`src/hw/rtl/cubic_bisection_root_finder_top_assert.svh`:
```
// Assertion helpers for the root finder top level.
// Clock and reset names are those of the top level ports.
`ifndef CUBIC_BISECTION_ROOT_FINDER_TOP_ASSERT_SVH
`define CUBIC_BISECTION_ROOT_FINDER_TOP_ASSERT_SVH

// Same-cycle implication.
`define CBR_CHECK_NOW(label, ante, cons, msg) \
    label: assert property (@(posedge i_clk) disable iff (!i_rst_n) (ante) |-> (cons)) \
        else $error(msg);

// Next-cycle implication.
`define CBR_CHECK_NEXT(label, ante, cons, msg) \
    label: assert property (@(posedge i_clk) disable iff (!i_rst_n) (ante) |=> (cons)) \
        else $error(msg);

`endif

```
`src/hw/rtl/cbr_pkg.sv`:
```
`timescale 1ns / 1ps

package cbr_pkg;

    localparam int FRAC_BITS_DEF     = 24;
    localparam int ENDPOINT_BITS_DEF = 8;

    // digit width of the shared sequential multiplier
    localparam int DIGIT_BITS = 16;

    localparam int TOL_BITS    = 31;
    localparam int ROOT_BITS   = 32;
    localparam int STATUS_BITS = 2;
    localparam int APB_DATA_BITS = 32;
    localparam int APB_ADDR_BITS = 3;

    localparam logic [TOL_BITS-1:0] TOL_RESET = 31'd16777;

    // register index, taken from paddr[2]
    localparam logic REG_TOLERANCE = 1'b0;

    localparam logic [STATUS_BITS-1:0] STS_CONVERGED = 2'd0;
    localparam logic [STATUS_BITS-1:0] STS_EXACT     = 2'd1;
    localparam logic [STATUS_BITS-1:0] STS_NO_CHANGE = 2'd2;
    localparam logic [STATUS_BITS-1:0] STS_OUTSIDE   = 2'd3;

    typedef enum logic [1:0] {
        SEL_A   = 2'd0,
        SEL_B   = 2'd1,
        SEL_MID = 2'd2
    } t_sel;

    typedef enum logic [1:0] {
        FIN_NONE      = 2'd0,
        FIN_LOOP_END  = 2'd1,
        FIN_EXACT     = 2'd2,
        FIN_NO_CHANGE = 2'd3
    } t_fin;

    typedef struct packed {
        logic load;
        logic eval_start;
        t_sel eval_sel;
        logic save_sa;
        logic take_mid;
        logic set_a;
        logic set_b;
        t_fin fin;
    } t_cmd;

    typedef struct packed {
        logic wide;
        logic eval_done;
        logic eval_neg;
        logic eval_zero;
        logic sa_neg;
        logic sa_zero;
    } t_stat;

endpackage

```
`src/hw/rtl/cbr_sign_eval.sv`:
```
`timescale 1ns / 1ps

// Sign of f(x) = x^3 + 3x + 2 for a fixed-point x, computed exactly.
// x >= 0 is always positive. For x = -m the test is
// m^3 + 3*m*S^2 against 2*S^3, S = 2^F, with m^2 and m^3 built on one
// digit-serial multiplier (DIGIT_BITS of m per cycle, top digit first).
module cbr_sign_eval #(
    parameter int W = cbr_pkg::FRAC_BITS_DEF + cbr_pkg::ENDPOINT_BITS_DEF,
    parameter int F = cbr_pkg::FRAC_BITS_DEF
) (
    input  logic                i_clk,
    input  logic                i_rst_n,
    input  logic                i_start,
    input  logic signed [W-1:0] i_x,
    output logic                o_done,
    output logic                o_neg,
    output logic                o_zero
);

    localparam int D    = cbr_pkg::DIGIT_BITS;
    localparam int NDIG = (W + D - 1) / D;
    localparam int MPW  = NDIG * D;
    localparam int XW   = 2 * W;
    localparam int AW   = 3 * W;
    localparam int SW   = 3 * W + 1;
    localparam int CNTW = (NDIG > 1) ? $clog2(NDIG) : 1;
    localparam logic [SW-1:0] KCONST = SW'(1) << (3 * F + 1);

    typedef enum logic [4:0] {
        S_IDLE = 5'b00001,
        S_SQ   = 5'b00010,
        S_CUBE = 5'b00100,
        S_SUM  = 5'b01000,
        S_CMP  = 5'b10000
    } t_state;

    t_state          r_state;
    logic [W-1:0]    r_m;
    logic [MPW-1:0]  r_y;
    logic [XW-1:0]   r_x;
    logic [AW-1:0]   r_acc;
    logic [CNTW-1:0] r_cnt;
    logic [SW-1:0]   r_sum;
    logic            r_done;
    logic            r_neg;
    logic            r_zero;

    logic [W-1:0]    w_mag;
    logic [D-1:0]    w_digit;
    logic [XW+D-1:0] w_prod;
    logic [AW-1:0]   w_acc_next;
    logic            w_last;

    assign w_mag      = (~i_x) + W'(1);
    assign w_digit    = r_y[MPW-1 -: D];
    assign w_prod     = (XW+D)'(r_x) * (XW+D)'(w_digit);
    assign w_acc_next = (r_acc << D) + AW'(w_prod);
    assign w_last     = (r_cnt == CNTW'(NDIG - 1));

    always_ff @(posedge i_clk) begin
        if (!i_rst_n) begin
            r_state <= S_IDLE;
            r_done  <= 1'b0;
            r_neg   <= 1'b0;
            r_zero  <= 1'b0;
        end else begin
            r_done <= 1'b0;
            case (r_state)
                S_IDLE: begin
                    if (i_start) begin
                        if (!i_x[W-1]) begin
                            r_done <= 1'b1;
                            r_neg  <= 1'b0;
                            r_zero <= 1'b0;
                        end else begin
                            r_state <= S_SQ;
                        end
                    end
                end
                S_SQ: begin
                    if (w_last) begin
                        r_state <= S_CUBE;
                    end
                end
                S_CUBE: begin
                    if (w_last) begin
                        r_state <= S_SUM;
                    end
                end
                S_SUM: begin
                    r_state <= S_CMP;
                end
                S_CMP: begin
                    r_done  <= 1'b1;
                    r_neg   <= (r_sum > KCONST);
                    r_zero  <= (r_sum == KCONST);
                    r_state <= S_IDLE;
                end
                default: begin
                    r_state <= S_IDLE;
                end
            endcase
        end
    end

    // datapath registers, no reset
    always_ff @(posedge i_clk) begin
        case (r_state)
            S_IDLE: begin
                r_m   <= w_mag;
                r_y   <= MPW'(w_mag);
                r_x   <= XW'(w_mag);
                r_acc <= '0;
                r_cnt <= '0;
            end
            S_SQ: begin
                if (w_last) begin
                    // m^2 becomes the multiplicand of the second pass
                    r_x   <= w_acc_next[XW-1:0];
                    r_acc <= '0;
                    r_y   <= MPW'(r_m);
                    r_cnt <= '0;
                end else begin
                    r_acc <= w_acc_next;
                    r_y   <= r_y << D;
                    r_cnt <= r_cnt + CNTW'(1);
                end
            end
            S_CUBE: begin
                r_acc <= w_acc_next;
                r_y   <= r_y << D;
                r_cnt <= r_cnt + CNTW'(1);
            end
            S_SUM: begin
                r_sum <= SW'(r_acc) + (((SW'(r_m) << 1) + SW'(r_m)) << (2 * F));
            end
            default: begin
                r_cnt <= r_cnt;
            end
        endcase
    end

    assign o_done = r_done;
    assign o_neg  = r_neg;
    assign o_zero = r_zero;

endmodule

```
`src/hw/rtl/cbr_datapath.sv`:
```
`timescale 1ns / 1ps

module cbr_datapath #(
    parameter int FRAC_BITS     = cbr_pkg::FRAC_BITS_DEF,
    parameter int ENDPOINT_BITS = cbr_pkg::ENDPOINT_BITS_DEF
) (
    input  logic                                 i_clk,
    input  logic                                 i_rst_n,
    input  cbr_pkg::t_cmd                        i_cmd,
    input  logic signed [ENDPOINT_BITS-1:0]      i_lower_end,
    input  logic signed [ENDPOINT_BITS-1:0]      i_upper_end,
    input  logic [cbr_pkg::TOL_BITS-1:0]         i_tolerance,
    output cbr_pkg::t_stat                       o_stat,
    output logic                                 o_done,
    output logic signed [cbr_pkg::ROOT_BITS-1:0] o_root_value,
    output logic [cbr_pkg::STATUS_BITS-1:0]      o_result_status
);

    localparam int W   = ENDPOINT_BITS + FRAC_BITS;
    localparam int DW  = ((W + 1) > cbr_pkg::TOL_BITS + 1 ? (W + 1) : cbr_pkg::TOL_BITS + 1) + 1;
    localparam int OXW = (W > cbr_pkg::ROOT_BITS) ? W : cbr_pkg::ROOT_BITS;

    logic signed [W-1:0] r_a;
    logic signed [W-1:0] r_b;
    logic signed [W-1:0] r_a0;
    logic signed [W-1:0] r_b0;
    logic signed [W-1:0] r_mid;
    logic                r_sa_neg;
    logic                r_sa_zero;
    logic                r_done;
    logic signed [cbr_pkg::ROOT_BITS-1:0]   r_root;
    logic [cbr_pkg::STATUS_BITS-1:0]        r_status;

    logic [cbr_pkg::TOL_BITS-1:0] w_tol;
    logic signed [DW-1:0]         w_diff;
    logic signed [DW-1:0]         w_tolx;
    logic signed [W:0]            w_sum;
    logic signed [W-1:0]          w_mid;
    logic signed [OXW-1:0]        w_mid_x;
    logic signed [OXW-1:0]        w_rmid_x;
    logic                         w_outside;
    logic signed [W-1:0]          w_operand;
    logic                         w_eval_done;
    logic                         w_eval_neg;
    logic                         w_eval_zero;

    // a tolerance of zero acts as one so the loop always ends
    assign w_tol  = (i_tolerance == '0) ? cbr_pkg::TOL_BITS'(1) : i_tolerance;
    assign w_diff = DW'(r_b) - DW'(r_a);
    assign w_tolx = DW'({1'b0, w_tol});

    // midpoint rounds toward minus infinity
    assign w_sum     = (W+1)'(r_a) + (W+1)'(r_b);
    assign w_mid     = w_sum[W:1];
    assign w_mid_x   = OXW'(w_mid);
    assign w_rmid_x  = OXW'(r_mid);
    assign w_outside = (w_mid < r_a0) || (w_mid > r_b0);

    always_comb begin
        case (i_cmd.eval_sel)
            cbr_pkg::SEL_A:   w_operand = r_a;
            cbr_pkg::SEL_B:   w_operand = r_b;
            cbr_pkg::SEL_MID: w_operand = w_mid;
            default:          w_operand = r_a;
        endcase
    end

    cbr_sign_eval #(
        .W (W),
        .F (FRAC_BITS)
    ) u_sign (
        .i_clk   (i_clk),
        .i_rst_n (i_rst_n),
        .i_start (i_cmd.eval_start),
        .i_x     (w_operand),
        .o_done  (w_eval_done),
        .o_neg   (w_eval_neg),
        .o_zero  (w_eval_zero)
    );

    always_ff @(posedge i_clk) begin
        if (i_cmd.load) begin
            r_a  <= {i_lower_end, {FRAC_BITS{1'b0}}};
            r_b  <= {i_upper_end, {FRAC_BITS{1'b0}}};
            r_a0 <= {i_lower_end, {FRAC_BITS{1'b0}}};
            r_b0 <= {i_upper_end, {FRAC_BITS{1'b0}}};
        end else if (i_cmd.set_a) begin
            r_a <= r_mid;
        end else if (i_cmd.set_b) begin
            r_b <= r_mid;
        end
        if (i_cmd.take_mid) begin
            r_mid <= w_mid;
        end
        if (i_cmd.save_sa) begin
            r_sa_neg  <= w_eval_neg;
            r_sa_zero <= w_eval_zero;
        end
        case (i_cmd.fin)
            cbr_pkg::FIN_LOOP_END: begin
                r_root   <= w_mid_x[cbr_pkg::ROOT_BITS-1:0];
                r_status <= w_outside ? cbr_pkg::STS_OUTSIDE : cbr_pkg::STS_CONVERGED;
            end
            cbr_pkg::FIN_EXACT: begin
                r_root   <= w_rmid_x[cbr_pkg::ROOT_BITS-1:0];
                r_status <= cbr_pkg::STS_EXACT;
            end
            cbr_pkg::FIN_NO_CHANGE: begin
                r_root   <= '0;
                r_status <= cbr_pkg::STS_NO_CHANGE;
            end
            default: begin
                r_root <= r_root;
            end
        endcase
    end

    always_ff @(posedge i_clk) begin
        if (!i_rst_n) begin
            r_done <= 1'b0;
        end else begin
            r_done <= (i_cmd.fin != cbr_pkg::FIN_NONE);
        end
    end

    assign o_stat.wide      = (w_diff > w_tolx);
    assign o_stat.eval_done = w_eval_done;
    assign o_stat.eval_neg  = w_eval_neg;
    assign o_stat.eval_zero = w_eval_zero;
    assign o_stat.sa_neg    = r_sa_neg;
    assign o_stat.sa_zero   = r_sa_zero;

    assign o_done          = r_done;
    assign o_root_value    = r_root;
    assign o_result_status = r_status;

endmodule

```
`src/hw/rtl/cbr_ctrl.sv`:
```
`timescale 1ns / 1ps

module cbr_ctrl (
    input  logic           i_clk,
    input  logic           i_rst_n,
    input  logic           i_start,
    input  cbr_pkg::t_stat i_stat,
    output cbr_pkg::t_cmd  o_cmd,
    output logic           o_busy
);

    typedef enum logic [4:0] {
        ST_IDLE   = 5'b00001,
        ST_TEST   = 5'b00010,
        ST_EVAL_A = 5'b00100,
        ST_EVAL_B = 5'b01000,
        ST_EVAL_M = 5'b10000
    } t_state;

    t_state r_state;
    t_state n_state;
    logic   r_first;
    logic   n_first;
    logic   w_same_ab;
    logic   w_same_ma;

    // signs of f(a) and f(b) agree and are nonzero
    assign w_same_ab = !i_stat.eval_zero && !i_stat.sa_zero
                       && (i_stat.eval_neg == i_stat.sa_neg);
    assign w_same_ma = w_same_ab;

    always_comb begin
        n_state = r_state;
        n_first = r_first;
        o_cmd   = '0;
        case (r_state)
            ST_IDLE: begin
                if (i_start) begin
                    o_cmd.load = 1'b1;
                    n_first    = 1'b1;
                    n_state    = ST_TEST;
                end
            end
            ST_TEST: begin
                if (!i_stat.wide) begin
                    o_cmd.fin = cbr_pkg::FIN_LOOP_END;
                    n_state   = ST_IDLE;
                end else begin
                    o_cmd.take_mid   = 1'b1;
                    o_cmd.eval_start = 1'b1;
                    if (r_first) begin
                        o_cmd.eval_sel = cbr_pkg::SEL_A;
                        n_state        = ST_EVAL_A;
                    end else begin
                        o_cmd.eval_sel = cbr_pkg::SEL_MID;
                        n_state        = ST_EVAL_M;
                    end
                end
            end
            ST_EVAL_A: begin
                if (i_stat.eval_done) begin
                    o_cmd.save_sa    = 1'b1;
                    o_cmd.eval_start = 1'b1;
                    o_cmd.eval_sel   = cbr_pkg::SEL_B;
                    n_state          = ST_EVAL_B;
                end
            end
            ST_EVAL_B: begin
                // sign test of the ends only on the first pass; it cannot change later
                if (i_stat.eval_done) begin
                    if (w_same_ab) begin
                        o_cmd.fin = cbr_pkg::FIN_NO_CHANGE;
                        n_state   = ST_IDLE;
                    end else begin
                        o_cmd.eval_start = 1'b1;
                        o_cmd.eval_sel   = cbr_pkg::SEL_MID;
                        n_state          = ST_EVAL_M;
                    end
                end
            end
            ST_EVAL_M: begin
                if (i_stat.eval_done) begin
                    n_first = 1'b0;
                    if (i_stat.eval_zero) begin
                        o_cmd.fin = cbr_pkg::FIN_EXACT;
                        n_state   = ST_IDLE;
                    end else if (w_same_ma) begin
                        o_cmd.set_a = 1'b1;
                        n_state     = ST_TEST;
                    end else begin
                        o_cmd.set_b = 1'b1;
                        n_state     = ST_TEST;
                    end
                end
            end
            default: begin
                n_state = ST_IDLE;
            end
        endcase
    end

    always_ff @(posedge i_clk) begin
        if (!i_rst_n) begin
            r_state <= ST_IDLE;
            r_first <= 1'b0;
        end else begin
            r_state <= n_state;
            r_first <= n_first;
        end
    end

    assign o_busy = (r_state != ST_IDLE);

endmodule

```
`src/hw/rtl/cubic_bisection_root_finder_top.sv`:
```
`timescale 1ns / 1ps
// Bisection root finder for x^3 + 3x + 2 over integer ends [lower, upper], result
// in signed fixed point with FRAC_BITS fraction bits. Pulse start while busy is low;
// busy stays high until the single result beat, which sits on o_root_value and
// o_result_status for exactly one cycle with o_done high and cannot be held off,
// so it must be captured then. Each halving takes one interval test in ST_TEST and the
// exact sign evaluation of the midpoint, which for a negative midpoint runs the shared
// 16-bit-digit multiplier that forms m^2 and then m^3. The first halving also evaluates
// both ends. The tolerance register (byte address 0) may only be written while
// busy is low.

`include "cubic_bisection_root_finder_top_assert.svh"

module cubic_bisection_root_finder_top #(
    parameter int FRAC_BITS     = cbr_pkg::FRAC_BITS_DEF,
    parameter int ENDPOINT_BITS = cbr_pkg::ENDPOINT_BITS_DEF
) (
    input  logic                                     i_clk,
    input  logic                                     i_rst_n,
    input  logic                                     start,
    output logic                                     busy,
    input  logic signed [ENDPOINT_BITS-1:0]          i_lower_end,
    input  logic signed [ENDPOINT_BITS-1:0]          i_upper_end,
    output logic                                     o_done,
    output logic signed [cbr_pkg::ROOT_BITS-1:0]     o_root_value,
    output logic [cbr_pkg::STATUS_BITS-1:0]          o_result_status,
    input  logic                                     psel,
    input  logic                                     penable,
    input  logic                                     pwrite,
    input  logic [cbr_pkg::APB_ADDR_BITS-1:0]        paddr,
    input  logic [cbr_pkg::APB_DATA_BITS-1:0]        pwdata,
    output logic [cbr_pkg::APB_DATA_BITS-1:0]        prdata,
    output logic                                     pready
);

    logic [cbr_pkg::TOL_BITS-1:0] r_tolerance;
    logic                         w_cfg_wr;
    cbr_pkg::t_cmd                w_cmd;
    cbr_pkg::t_stat               w_stat;

    assign pready   = 1'b1;
    assign w_cfg_wr = psel && penable && pwrite && pready
                      && (paddr[2] == cbr_pkg::REG_TOLERANCE);

    always_ff @(posedge i_clk) begin
        if (!i_rst_n) begin
            r_tolerance <= cbr_pkg::TOL_RESET;
        end else if (w_cfg_wr) begin
            r_tolerance <= pwdata[cbr_pkg::TOL_BITS-1:0];
        end
    end

    assign prdata = (paddr[2] == cbr_pkg::REG_TOLERANCE)
                    ? cbr_pkg::APB_DATA_BITS'(r_tolerance) : '0;

    cbr_ctrl u_ctrl (
        .i_clk   (i_clk),
        .i_rst_n (i_rst_n),
        .i_start (start),
        .i_stat  (w_stat),
        .o_cmd   (w_cmd),
        .o_busy  (busy)
    );

    cbr_datapath #(
        .FRAC_BITS     (FRAC_BITS),
        .ENDPOINT_BITS (ENDPOINT_BITS)
    ) u_dp (
        .i_clk           (i_clk),
        .i_rst_n         (i_rst_n),
        .i_cmd           (w_cmd),
        .i_lower_end     (i_lower_end),
        .i_upper_end     (i_upper_end),
        .i_tolerance     (r_tolerance),
        .o_stat          (w_stat),
        .o_done          (o_done),
        .o_root_value    (o_root_value),
        .o_result_status (o_result_status)
    );

    `CBR_CHECK_NOW(a_done_when_idle, o_done, !busy, "result beat while still busy")
    `CBR_CHECK_NEXT(a_accept_goes_busy, start && !busy, busy, "accepted item did not raise busy")
    `CBR_CHECK_NEXT(a_single_beat, o_done, !o_done, "two result beats in a row")
    `CBR_CHECK_NOW(a_no_change_zero, o_done && (o_result_status == cbr_pkg::STS_NO_CHANGE), o_root_value == '0, "no sign change with nonzero root")

endmodule
```
`config.mk`:
```
export PLATFORM = sky130hd
export DESIGN_NAME = cubic_bisection_root_finder_top
export DESIGN_NICKNAME = d
export VERILOG_FILES = /design/src/hw/rtl/cbr_pkg.sv /design/src/hw/rtl/cbr_sign_eval.sv /design/src/hw/rtl/cbr_datapath.sv /design/src/hw/rtl/cbr_ctrl.sv /design/src/hw/rtl/cubic_bisection_root_finder_top.sv
export VERILOG_INCLUDE_DIRS = /design/src /design/src/hw/rtl
export SDC_FILE = /design/constraint.sdc
export NUM_CORES = 2
export LEC_CHECK = 0
export ABC_AREA = 1
export BUFFER_PORTS_ARGS = -buffer_cell sky130_fd_sc_hd__buf_4
export CAP_MARGIN = 20
export CELL_PAD_IN_SITES_DETAIL_PLACEMENT = 0
export CELL_PAD_IN_SITES_GLOBAL_PLACEMENT = 1
export CORE_MARGIN = 4
export CORE_UTILIZATION = 40
export CTS_BUF_LIST = sky130_fd_sc_hd__clkbuf_2
export CTS_CLUSTER_SIZE = 16
export DETAILED_ROUTE_END_ITERATION = 12
export PLACE_DENSITY = 0.8
export SYNTH_ARGS = -nofsm -noshare
export SYNTH_HDL_FRONTEND = slang
export SYNTH_SLANG_ARGS = --single-unit
```
`constraint.sdc`:
```
create_clock -name i_clk -period 9.8 [get_ports i_clk]
set_input_delay 0.98 -clock i_clk [delete_from_list [all_inputs] [get_ports i_clk]]
set_output_delay 0.98 -clock i_clk [all_outputs]
set_load 0.01 [all_outputs]
```
==> qor.yml <==
timing:
  tns_ns: 0
  finClkSkew_ns: 0.124
  fin_crit_ns: 8.23
  hold_viol_final: 0
  finalCritPeriodShare_pct: 84.0
  worst_pin_slew_ns: 1.02
  rsz0062_at_grt: "no"
  drv_slew: 0
  finalSetupViolations: 0
  relSlewSlack_pct: 31.8
  fmax_mhz: 122
logic_synthesis:
  async_flop_share_pct: 0
  yosysUniqueCellTypes: 72
  synthAdderAreaFrac_pct: 34.9
  syn_area_um2: 66100
  yosysTopAreaCell: "fa_1"
  ys_top_cells_by_count: "inv_1, nand2_1, fa_1"
  ys_seq_area_share_pct: 22.0
  yosysMostFrequentCell: "inv_1"
  synth_fp_nets: 9711
  synth_seq_cells: 516
  synth_area_per_cell_um2: 7.89
  synth_edf_count: 422
  synthCells: 8373
  synthTopCellsByArea: "fa_1, edfxtp_1, inv_1"
  synth_top_family_by_area: "adder cells"
  synth_compound_area_share_pct: 8.37
  yosys_warnings: 0
  synth_xor_area_share_pct: 2.50
  synth_ff_type: "edfxtp_1"
  synth-simple-area-share_pct: 17.8
  muxShareOfSynthArea_pct: 0
  synth_top_cell_area_share_pct: 28.3
drt:
  dr.pass1.iters: 5
  post_drt_wl_per_cell_um: 19.3
  drtAntennaViolNets: 0
  routed_wl_mm: 207
  drt_iter0_markers: 4238
  drc: 0
  routed_via_density: 5.05
  vias: 54300
critical_path:
  critical_path_class: "flop to flop"
  crit_slowest_cell: "edfxtp_1"
  arrival_ns: 9.44
  critPathMaxStageDelay_ns: 0.90
  endpoint_kind: "flop"
  crit_path_start_kind: "flop"
  crit_required_ns: 11.01
  crit_top_cell: "fa_1"
  crit_fanout: 19
placement:
  port_buffers: 120
  place_congestion: 0.978
  dpl.hpwl_mm: 168
global_routing:
  antenna_found_initial: 6
  grt_pass1_vias: 56300
  grt_usage_pct: 24.1
  grt_pass1_wl_mm: 324
  overflow: 0
  grt_max_degree: 77
die:
  start_util_pct: 40.4
  pin_count: 126
  die_w_um: 414
  rows: 148
  die_area_um2: 172000
  die_h_um: 414
  core_um2: 164000
clock_tree:
  clk_latency_ns: 1.46
  cts-root-buf: "clkbuf_2"
  post_cts_buffers: 0
  cts_tree: "built"
  cts_buffers: 144
  cts.sinks: 516
  ctsHoldBuffers: 81
  cts_buffer_depth: 3
  path_clk_slew_ns: 0.11
  cts_resized: 0
  htreeDepth: 4
run_status:
  status: "finished, final reports clean"
min_path:
  hold_class: "primary input to flop"
layout:
  ff_latch_area_um2: 14600
  multi_input_area_um2: 42000
  nFillCells: 16600
  area_growth_pct: 7.89
  drive_above_1_share_pct: 6.16
  layout.nets: 9790
run:
  cap_violations: 0
layout make-up:
cell class                      count  share of cell area [%]
Timing Repair Buffer              272                    3.21
Antenna cell                        4                  0.0140
Clock inverter                     54                   0.598
Inverter                         2194                    11.6
Multi-Input combinational cell   5324                    58.9
Clock buffer                      208                    1.46
Tap cell                         2175                    3.82
Sequential cell                   516                    20.4
worst max-delay path, delay by kind of cell, from the launching register on:
family	cells	cell delay, ns
adder cells (fa/ha/maj)	7	3.40
flip-flops	1	0.90
buffers and inverters	7	0.91
AND/OR/NAND/NOR	4	0.60
AO/OA/AOI/OAI	7	2.18
layout by cell type (no fill, tap or decap), drive strengths merged, types with 23 or more instances in the layout:
cell type	synthesis	final
inv	2191	2191
nand2	1924	1924
fa	934	934
nor2	561	561
a21oi	444	444
edfxtp	422	422
ha	347	347
o21ai	322	322
clkbuf	262	209
nand3	196	196
buf	77	190
xor2	126	126
dfxtp	94	94
dlygate4sd3	0	81
xnor2	56	56
nor4	48	48
o22ai	47	47
clkinv	3	47
nand4	44	44
nor3	43	43
a31oi	34	34
o21a	28	28
and2	27	27
a21o	24	24
o21bai	23	23
state kept, by name, indices dropped and copies added (netlist names), 2 cells and up:
signal and count:
u_dp.o_root_value 32, r_tolerance 31, u_dp.u_sign.r_state 5, u_dp.r_a 32
u_dp.r_b0 8, u_dp.r_a0 8, u_dp.r_b 32, u_dp.u_sign.r_acc 96
u_ctrl.r_state 5, u_dp.o_result_status 2, u_dp.u_sign.r_y 32, u_dp.r_mid 32
u_dp.u_sign.r_sum 97, u_dp.u_sign.r_m 32, u_dp.u_sign.r_x 64
path summary, 6_finish.rpt:
path,start,endpoint,slack [ns],cells after the start
max,u_dp.u_sign.r_y[21]$_DFFE_PP_,u_dp.u_sign.r_acc[93]$_DFFE_PP_,1.57,25
min,i_upper_end[1],u_dp.r_b0[25]$_DFFE_PP_,0.28,2
max reg2reg,u_dp.u_sign.r_y[21]$_DFFE_PP_,u_dp.u_sign.r_acc[93]$_DFFE_PP_,1.57,25
min reg2reg,u_dp.u_sign.r_acc[13]$_DFFE_PP_,u_dp.u_sign.r_sum[13]$_DFFE_PP_,0.46,0
through the flow:
| step | utilization (%) | setup slack [ns] | instances | hold WS, ns | instance area, um2 |
|---|---|---|---|---|---|
| final | 43.6 | 1.57 | 10700 | 0.278 | 71300 |
| after floorplan | - | 3.24 | 8373 | 0.426 | 66100 |
| after global placement | 42.2 | 1.74 | 10400 | 0.434 | 69000 |
| after CTS | 43.6 | 1.76 | 10700 | 0.104 | 71300 |
| after global routing | 43.6 | 1.14 | 10700 | 0.196 | 71300 |
| after detailed placement | 42.2 | 1.74 | 10400 | 0.440 | 69000 |
routing by layer:
layer	global-route usage, %	up-vias	part of all wire [%]
li1	-	25400	-
met1	31.1	26900	42
met2	41.8	1698	49
met3	2.57	353	5.5
met4	8.49	0	3.6
met5	0	-	0
logic make-up (layout without fill, tap and decap cells):
group	after synthesis	in the layout
and+or+nand+nor	2869	2869
buffers and inverters	2533	2728
adders and majority gates	1281	1281
AOI/OAI and AO/OA	990	990
DFF	516	516
xor gates and xnor gates	182	182
other	2	6
Power is not shown: default switching activity piles up to over one toggle a cycle in this logic, so the estimate is an artifact.
